File: config.mk
export PLATFORM = sky130hd
export DESIGN_NAME = sensor_word_crc_deframer
export DESIGN_NICKNAME = d
export VERILOG_FILES = /design/src/hdl/swcd_pkg.sv /design/src/hdl/swcd_frame_core.sv /design/src/hdl/swcd_out_reg.sv /design/src/hdl/sensor_word_crc_deframer.sv
export SDC_FILE = /design/constraint.sdc
export NUM_CORES = 1
export LEC_CHECK = 0
export ABC_CLOCK_PERIOD_IN_PS = 2700
export CAP_MARGIN = 20
export CELL_PAD_IN_SITES_DETAIL_PLACEMENT = 0
export CELL_PAD_IN_SITES_GLOBAL_PLACEMENT = 1
export CORE_ASPECT_RATIO = 1.4
export CORE_MARGIN = 2
export CORE_UTILIZATION = 45
export DETAILED_ROUTE_END_ITERATION = 8
export DONT_BUFFER_PORTS = 1
export PLACE_DENSITY_LB_ADDON = 0.1
export SLEW_MARGIN = 20
export SYNTH_ARGS = -nofsm -noshare
export SYNTH_HDL_FRONTEND = slang
export SYNTH_HIERARCHICAL = 1
export SYNTH_SLANG_ARGS = --single-unit
File: constraint.sdc
create_clock -name clk -period 2.7 [get_ports clk]
set_clock_uncertainty 0.15 [all_clocks]
set_input_delay 0.405 -clock clk [delete_from_list [all_inputs] [get_ports clk]]
set_output_delay 0.405 -clock clk [all_outputs]
set_load 0.01 [all_outputs]
File: src/hdl/swcd_pkg.sv
// Shared types, constants and the CRC-8 byte step for the sensor word deframer.
// Used by every module of the block; depends on nothing else.
package swcd_pkg;

  localparam logic [7:0] CRC_INIT = 8'hFF;
  localparam logic [7:0] CRC_POLY = 8'h31;

  localparam int unsigned POS_W = 3;

  // Byte positions inside a six-byte block.
  localparam logic [POS_W-1:0] POS_HI0  = 3'd0;
  localparam logic [POS_W-1:0] POS_LO0  = 3'd1;
  localparam logic [POS_W-1:0] POS_CRC0 = 3'd2;
  localparam logic [POS_W-1:0] POS_HI1  = 3'd3;
  localparam logic [POS_W-1:0] POS_LO1  = 3'd4;
  localparam logic [POS_W-1:0] POS_CRC1 = 3'd5;

  typedef struct packed {
    logic        frame_ok;
    logic        word_crc_ok;
    logic [1:0]  word_index;
    logic        last_word;
    logic [31:0] word_value;
  } swcd_result_t;

  function automatic logic [7:0] crc8_step(input logic [7:0] crc, input logic [7:0] b);
    logic [7:0] c;
    c = crc ^ b;
    for (int k = 0; k < 8; k++) begin
      c = c[7] ? ((c << 1) ^ CRC_POLY) : (c << 1);
    end
    return c;
  endfunction

endpackage

File: src/hdl/swcd_frame_core.sv
// Frame state and per-byte processing: CRC check per group, word assembly and flags.
// Depends on swcd_pkg for the CRC step, byte positions and the result type.
module swcd_frame_core #(
  parameter int NUM_WORDS = 3
) (
  input  logic                  clk,
  input  logic                  rst_n,
  input  logic                  byte_adv,
  input  logic [7:0]            data_byte,
  input  logic                  frame_start,
  output logic                  res_valid,
  output swcd_pkg::swcd_result_t res
);
  import swcd_pkg::*;

  localparam int CNT_W = (NUM_WORDS > 4) ? $clog2(NUM_WORDS) : 2;
  localparam logic [CNT_W-1:0] LAST_CNT = CNT_W'(NUM_WORDS - 1);

  logic [POS_W-1:0] pos_r, pos_nxt, pos_cur;
  logic [7:0]       crc_r, crc_nxt, crc_cur;
  logic [31:0]      acc_r, acc_nxt, acc_cur;
  logic             wgood_r, wgood_nxt, wgood_cur;
  logic             fgood_r, fgood_nxt, fgood_cur;
  logic [CNT_W-1:0] cnt_r, cnt_nxt, cnt_cur;
  logic             is_last;

  always_comb begin
    pos_cur   = frame_start ? POS_HI0 : pos_r;
    crc_cur   = frame_start ? CRC_INIT : crc_r;
    acc_cur   = frame_start ? 32'd0 : acc_r;
    wgood_cur = frame_start ? 1'b1 : wgood_r;
    fgood_cur = frame_start ? 1'b1 : fgood_r;
    cnt_cur   = frame_start ? '0 : cnt_r;

    crc_nxt   = crc_cur;
    acc_nxt   = acc_cur;
    wgood_nxt = wgood_cur;
    fgood_nxt = fgood_cur;
    case (pos_cur) inside
      POS_HI0, POS_HI1: begin
        crc_nxt = crc8_step(CRC_INIT, data_byte);
        acc_nxt = {acc_cur[23:0], data_byte};
      end
      POS_LO0, POS_LO1: begin
        crc_nxt = crc8_step(crc_cur, data_byte);
        acc_nxt = {acc_cur[23:0], data_byte};
      end
      default: begin
        if (crc_cur != data_byte) begin
          wgood_nxt = 1'b0;
          fgood_nxt = 1'b0;
        end
        crc_nxt = CRC_INIT;
      end
    endcase

    res_valid       = (pos_cur == POS_CRC1);
    is_last         = (cnt_cur >= LAST_CNT);
    res.word_value  = acc_nxt;
    res.word_index  = cnt_cur[1:0];
    res.word_crc_ok = wgood_nxt;
    res.frame_ok    = fgood_nxt;
    res.last_word   = is_last;

    pos_nxt = pos_cur + POS_W'(1);
    cnt_nxt = cnt_cur;
    if (res_valid) begin
      pos_nxt   = POS_HI0;
      acc_nxt   = 32'd0;
      wgood_nxt = 1'b1;
      if (is_last) begin
        crc_nxt   = CRC_INIT;
        fgood_nxt = 1'b1;
        cnt_nxt   = '0;
      end else begin
        cnt_nxt = cnt_cur + CNT_W'(1);
      end
    end
  end

  always_ff @(posedge clk) begin
    if (!rst_n) begin
      pos_r   <= POS_HI0;
      crc_r   <= CRC_INIT;
      acc_r   <= 32'd0;
      wgood_r <= 1'b1;
      fgood_r <= 1'b1;
      cnt_r   <= '0;
    end else if (byte_adv) begin
      pos_r   <= pos_nxt;
      crc_r   <= crc_nxt;
      acc_r   <= acc_nxt;
      wgood_r <= wgood_nxt;
      fgood_r <= fgood_nxt;
      cnt_r   <= cnt_nxt;
    end
  end

  a_pos_range: assert property (@(posedge clk) disable iff (!rst_n)
    pos_r <= POS_CRC1)
    else $error("byte position left the six-byte block");

  a_cnt_range: assert property (@(posedge clk) disable iff (!rst_n)
    cnt_r <= LAST_CNT)
    else $error("word counter passed the last word");

  a_last_restart: assert property (@(posedge clk) disable iff (!rst_n)
    byte_adv && res_valid && is_last |=> cnt_r == '0 && fgood_r && pos_r == POS_HI0)
    else $error("frame state not restarted after the last word");

  a_word_restart: assert property (@(posedge clk) disable iff (!rst_n)
    byte_adv && res_valid |=> pos_r == POS_HI0 && wgood_r)
    else $error("block state not restarted after a word");

endmodule

File: src/hdl/swcd_out_reg.sv
// Result register of the deframer, driving the outgoing stream channel.
// Depends on swcd_pkg for the result type.
module swcd_out_reg (
  input  logic                   clk,
  input  logic                   rst_n,
  input  logic                   load,
  input  swcd_pkg::swcd_result_t res,
  output logic                   room,
  output logic                   out_tvalid,
  input  logic                   out_tready,
  output logic [31:0]            out_tdata,  // word_value
  output logic [3:0]             out_tuser,  // word_index[1:0], word_crc_ok, frame_ok
  output logic                   out_tlast   // last_word
);
  import swcd_pkg::*;

  logic         valid_r;
  swcd_result_t res_r;

  assign room = !valid_r || out_tready;

  always_ff @(posedge clk) begin
    if (!rst_n) begin
      valid_r <= 1'b0;
    end else if (room) begin
      valid_r <= load;
    end
  end

  always_ff @(posedge clk) begin
    if (room && load) begin
      res_r <= res;
    end
  end

  assign out_tvalid = valid_r;
  assign out_tdata  = res_r.word_value;
  assign out_tuser  = {res_r.frame_ok, res_r.word_crc_ok, res_r.word_index};
  assign out_tlast  = res_r.last_word;

endmodule

File: src/hdl/sensor_word_crc_deframer.sv
// Sensor response deframer: checks CRC-8 per 3-byte group and assembles 32-bit words.
// Top level; depends on swcd_pkg, swcd_frame_core and swcd_out_reg.
//
// Usage: bytes arrive on the in_ stream, one request per byte; in_tuser marks the
// first byte of a frame and restarts all frame state before that byte is taken.
// Every sixth byte of a frame completes a word, which leaves on the out_ stream
// with its index, the word CRC flag, the sticky frame CRC flag in tuser and the
// last word of the frame marked by tlast. A consumer drops the frame when the
// frame flag is low on the last word. After the last word the next byte opens a
// new frame even without a start mark.
// Throughput is one byte per cycle unless the receiver stalls: one bitwise CRC step
// and a shift sit between the input register and the result register, which a word
// passes in that order. Synchronous reset empties both registers and returns the
// frame state to the start of a frame. When the receiver stalls, the word waits in
// the result register; bytes that produce no word keep flowing, and input stops
// only when a further word finds the result register still full.
module sensor_word_crc_deframer #(
  parameter int NUM_WORDS = 3
) (
  input  logic        clk,
  input  logic        rst_n,
  input  logic        in_tvalid,
  output logic        in_tready,
  input  logic [7:0]  in_tdata,   // data_byte
  input  logic [0:0]  in_tuser,   // frame_start
  output logic        out_tvalid,
  input  logic        out_tready,
  output logic [31:0] out_tdata,  // word_value
  output logic [3:0]  out_tuser,  // word_index[1:0], word_crc_ok, frame_ok
  output logic        out_tlast   // last_word
);
  import swcd_pkg::*;

  logic         in_valid_r;
  logic [7:0]   in_byte_r;
  logic         in_start_r;
  logic         byte_adv;
  logic         res_valid;
  logic         room;
  swcd_result_t res;

  assign byte_adv  = in_valid_r && (!res_valid || room);
  assign in_tready = rst_n && (!in_valid_r || byte_adv);

  always_ff @(posedge clk) begin
    if (!rst_n) begin
      in_valid_r <= 1'b0;
    end else if (in_tready) begin
      in_valid_r <= in_tvalid;
    end
  end

  always_ff @(posedge clk) begin
    if (in_tready && in_tvalid) begin
      in_byte_r  <= in_tdata;
      in_start_r <= in_tuser[0];
    end
  end

  swcd_frame_core #(
    .NUM_WORDS(NUM_WORDS)
  ) u_core (
    .clk        (clk),
    .rst_n      (rst_n),
    .byte_adv   (byte_adv),
    .data_byte  (in_byte_r),
    .frame_start(in_start_r),
    .res_valid  (res_valid),
    .res        (res)
  );

  swcd_out_reg u_out (
    .clk       (clk),
    .rst_n     (rst_n),
    .load      (byte_adv && res_valid),
    .res       (res),
    .room      (room),
    .out_tvalid(out_tvalid),
    .out_tready(out_tready),
    .out_tdata (out_tdata),
    .out_tuser (out_tuser),
    .out_tlast (out_tlast)
  );

endmodule
==> impl_results.md <==
- Pleak: 0.00190 µW
- Core Util, Final: 51.3%
- CTS buffer count: 9
- Final WS setup: 340 ps
- DRC violations left: 0
- Mapped Cells: 462
- Detailed-route wire length: 10700 µm
- Tcrit/Tclk final: 87.4%
- Startpoint types: flip-flop
- Crit path buf inv count: 1
- CP required: 2780 ps
- FILL cells: 964
- Asr flop ratio synth: 0%
- Core ar.: 10400 µm²
- Tmin final: 2360 ps
- Initial antenna violation count: 0
- Unrepaired setup endpoints after global routing: no
- Vias in the first global route: 3266
- #FFs+latches synth: 95
- Die area: 11500 µm²
- Arr. time, crit path: 2440 ps
- Post-CTS Setup Inserts: 0
- Fin area: 5330 µm²
- DP HPWL: 7270 µm
- Pin count of the biggest net entering global routing: 50
- Area growth syn-to-layout: 10.9%
- Antenna Violating Nets Remaining: 0
- DR top layer: met4
- Final setup vio count: 0
- Fraction of layout cells with a size suffix above 1: 10.3%
- CTS sink count: 95
- Syn Area/Cell: 10.4 µm²
- Pwr dens: 614 nW/µm²
- R2r setup slk: 340 ps
- M1 WL: 4590 µm
- CTS tree: yes
- Max-slew violations: 0
- Setup TNS: 0 ps
- Max clock buf depth: 2
- Worst path cell trace: nor2b_1 -> and2_1 -> ha_2 -> nor2_1 -> nand2b_1 -> buf_4 -> mux2i_1 -> o32ai_1 -> and2_1
- Die W: 91.4 µm
- Worst min path class: input port to flip-flop
- Root buf cell: clkbuf_16
- Grt total ovfl: 0
- Rows: 44
- First-pass detailed-route iteration total: 4
- Crit path max-delay family: simple AND/OR/NAND/NOR gates
- Largest area contributor in the netlist: edfxtp_1
- Final hold vios: 0
- Detailed router's first-iteration violation count: 200
- Worst relative slew slack: 46.4%
- Worst slack at placement: 284 ps
- Met2 routed wirelength: 5730 µm
- Clock-pin slew on the worst setup and hold paths: 60 ps
- Post-synth top cells: dfxtp_1 (49), edfxtp_1 (46), nor2_1 (39), inv_1 (29), and2_1 (28)
- Yosys cell types: 59
- Initial Utilization: 46.2%
- Post-Syn Area: 4810 µm²
- Met3 routed WL: 233 µm
- Vias per cell: 5.56
- Chip height: 126 µm
- Number of synthesized flops with an enable pin: 46
- CP max-delay cell: edfxtp_1
- Via count: 3312
- Max_cap viols: 0
- Port Buffer Count: 0
- Most frequent CP cell: and2_1
- Worst-Skew Late Latency: 330 ps
- Top cell type's share of synthesized area: 28.7%
- Crit path max fanout: 12
- Sequential cell area fraction in the yosys report: 49.1%
- Post-synth top flop: dfxtp_1
- Routed wire per std cell: 18.0 µm
- Crit. End Element: flip-flop
- Most numerous cell in the Yosys netlist: dfxtp_1
- Global-route wire length before repair: 17400 µm
- Synth top area cells: edfxtp_1 (29%), dfxtp_1 (20%), mux2i_1 (5.0%), o32ai_1 (4.6%), and2_1 (3.6%)
- GRT Total Usage: 19.3%
- Fin nets: 468
- H-tree depth: 3
- Fmax: 424 MHz
- Synth Warn #: 6
- VDD IR-drop max: 353 µV
- Gpl congestion: 0.817
- Critical path's largest stage delay: 430 ps
- DP Area: 4970 µm²
- Status: finished clean
- Multi-input gate area: 2130 µm²
- IO Pins: 52
- Critical path class: flip-flop to flip-flop
- # diodes: 0
- Worst Tran Pin Value: 798 ps
- Sequential cell area: 2360 µm²
- Syn nets: 476
[cells by family (layout without fill, tap and decap cells)]
group / count (synthesis) / in the layout / share of synthesized area (%)
mux: 24 / 24 / 4.99
simple gates: 137 / 137 / 15.9
buf+inv: 76 / 72 / 6.89
compound gates: 100 / 100 / 15.6
xor+xnor: 29 / 29 / 7.31
flops: 95 / 95 / 49.1
fa+ha+maj: 1 / 1 / 0.260
[routing by layer]
layer | track usage, % | vias up
li1 | - | 1633
met3 | 3.56 | 10
met1 | 23.4 | 1602
met2 | 33.6 | 67
met4 | 7.84 | 0
met5 | 0 | -
[timing repair]
item | in CTS | in global routing
hold endpoints to repair | 6 | 0
endpoints found under the setup margin | 0 | 1
resized for setup | 0 | 1
hold buffers | 6 | 0
[flip-flops by register name, indices dropped and copies added (netlist names), 2 cells and up]
register,count
u_core/acc_r,32
u_out/out_tdata,32
in_byte_r,8
u_core/crc_r,8
u_out/out_tuser,4
u_core/pos_r,3
u_core/cnt_r,2
[power breakdown]
group          total, µW  switching [µW]  internal [µW]
combinational        385             195            190
clock               1310             504            809
sequential          1580            43.3           1530
[layout by cell type (no fill, tap or decap), drive strengths merged, types with 6 or more instances in the layout]
cell type / Yosys / final
buf: 27 / 22
o21ai: 14 / 14
clkbuf: 20 / 12
edfxtp: 46 / 46
dfxtp: 49 / 49
nor4b: 8 / 8
nor2: 39 / 39
nand2: 12 / 12
inv: 29 / 29
a21oi: 11 / 11
a22oi: 8 / 8
nor3: 14 / 14
nor2b: 14 / 14
mux2i: 24 / 24
dlygate4sd3: 0 / 6
a21o: 8 / 8
xnor2: 16 / 16
and2: 29 / 29
o32ai: 25 / 25
xor2: 7 / 7
[cell type report]
class / count / area share [%]
multi-input cells: 291 / 40.0
repair buffers: 28 / 4.69
well taps: 138 / 3.24
inverters: 29 / 2.04
flip-flops and latches: 95 / 44.3
clock buffers: 12 / 4.43
clock inverters: 3 / 1.29
[worst reg2reg max path, cell delays in order, from the launching register on]
cell and delay, ps:
edfxtp_1 430, nor2b_1 230, and2_1 170, ha_2 260, nor2_1 100, nand2b_1 130
buf_4 230, mux2i_1 270, o32ai_1 120, and2_1 170
[path summary, 6_finish.rpt]
path	depth (start not counted)	startpoint	endpoint
max reg2reg	9	in_start_r$_DFFE_PP_	u_core/acc_r[13]$_SDFFE_PN0P_
min reg2reg	2	u_core/cnt_r[0]$_SDFFE_PN0P_	u_core/cnt_r[0]$_SDFFE_PN0P_
min	0	in_tdata[5]	in_byte_r[5]$_DFFE_PP_
max	9	in_start_r$_DFFE_PP_	u_core/acc_r[13]$_SDFFE_PN0P_
[metrics by stage]
step | instances | power (µW) | hold WS [ps]
after floorplan | 462 | 1910 | 302
after global placement | 575 | 1980 | 314
after detailed placement | 575 | 1990 | 320
after CTS | 596 | 3330 | 2.27
after global routing | 596 | 3420 | 2.96
final | 596 | 3280 | 21.7
Power figures use the tool's default switching activity.
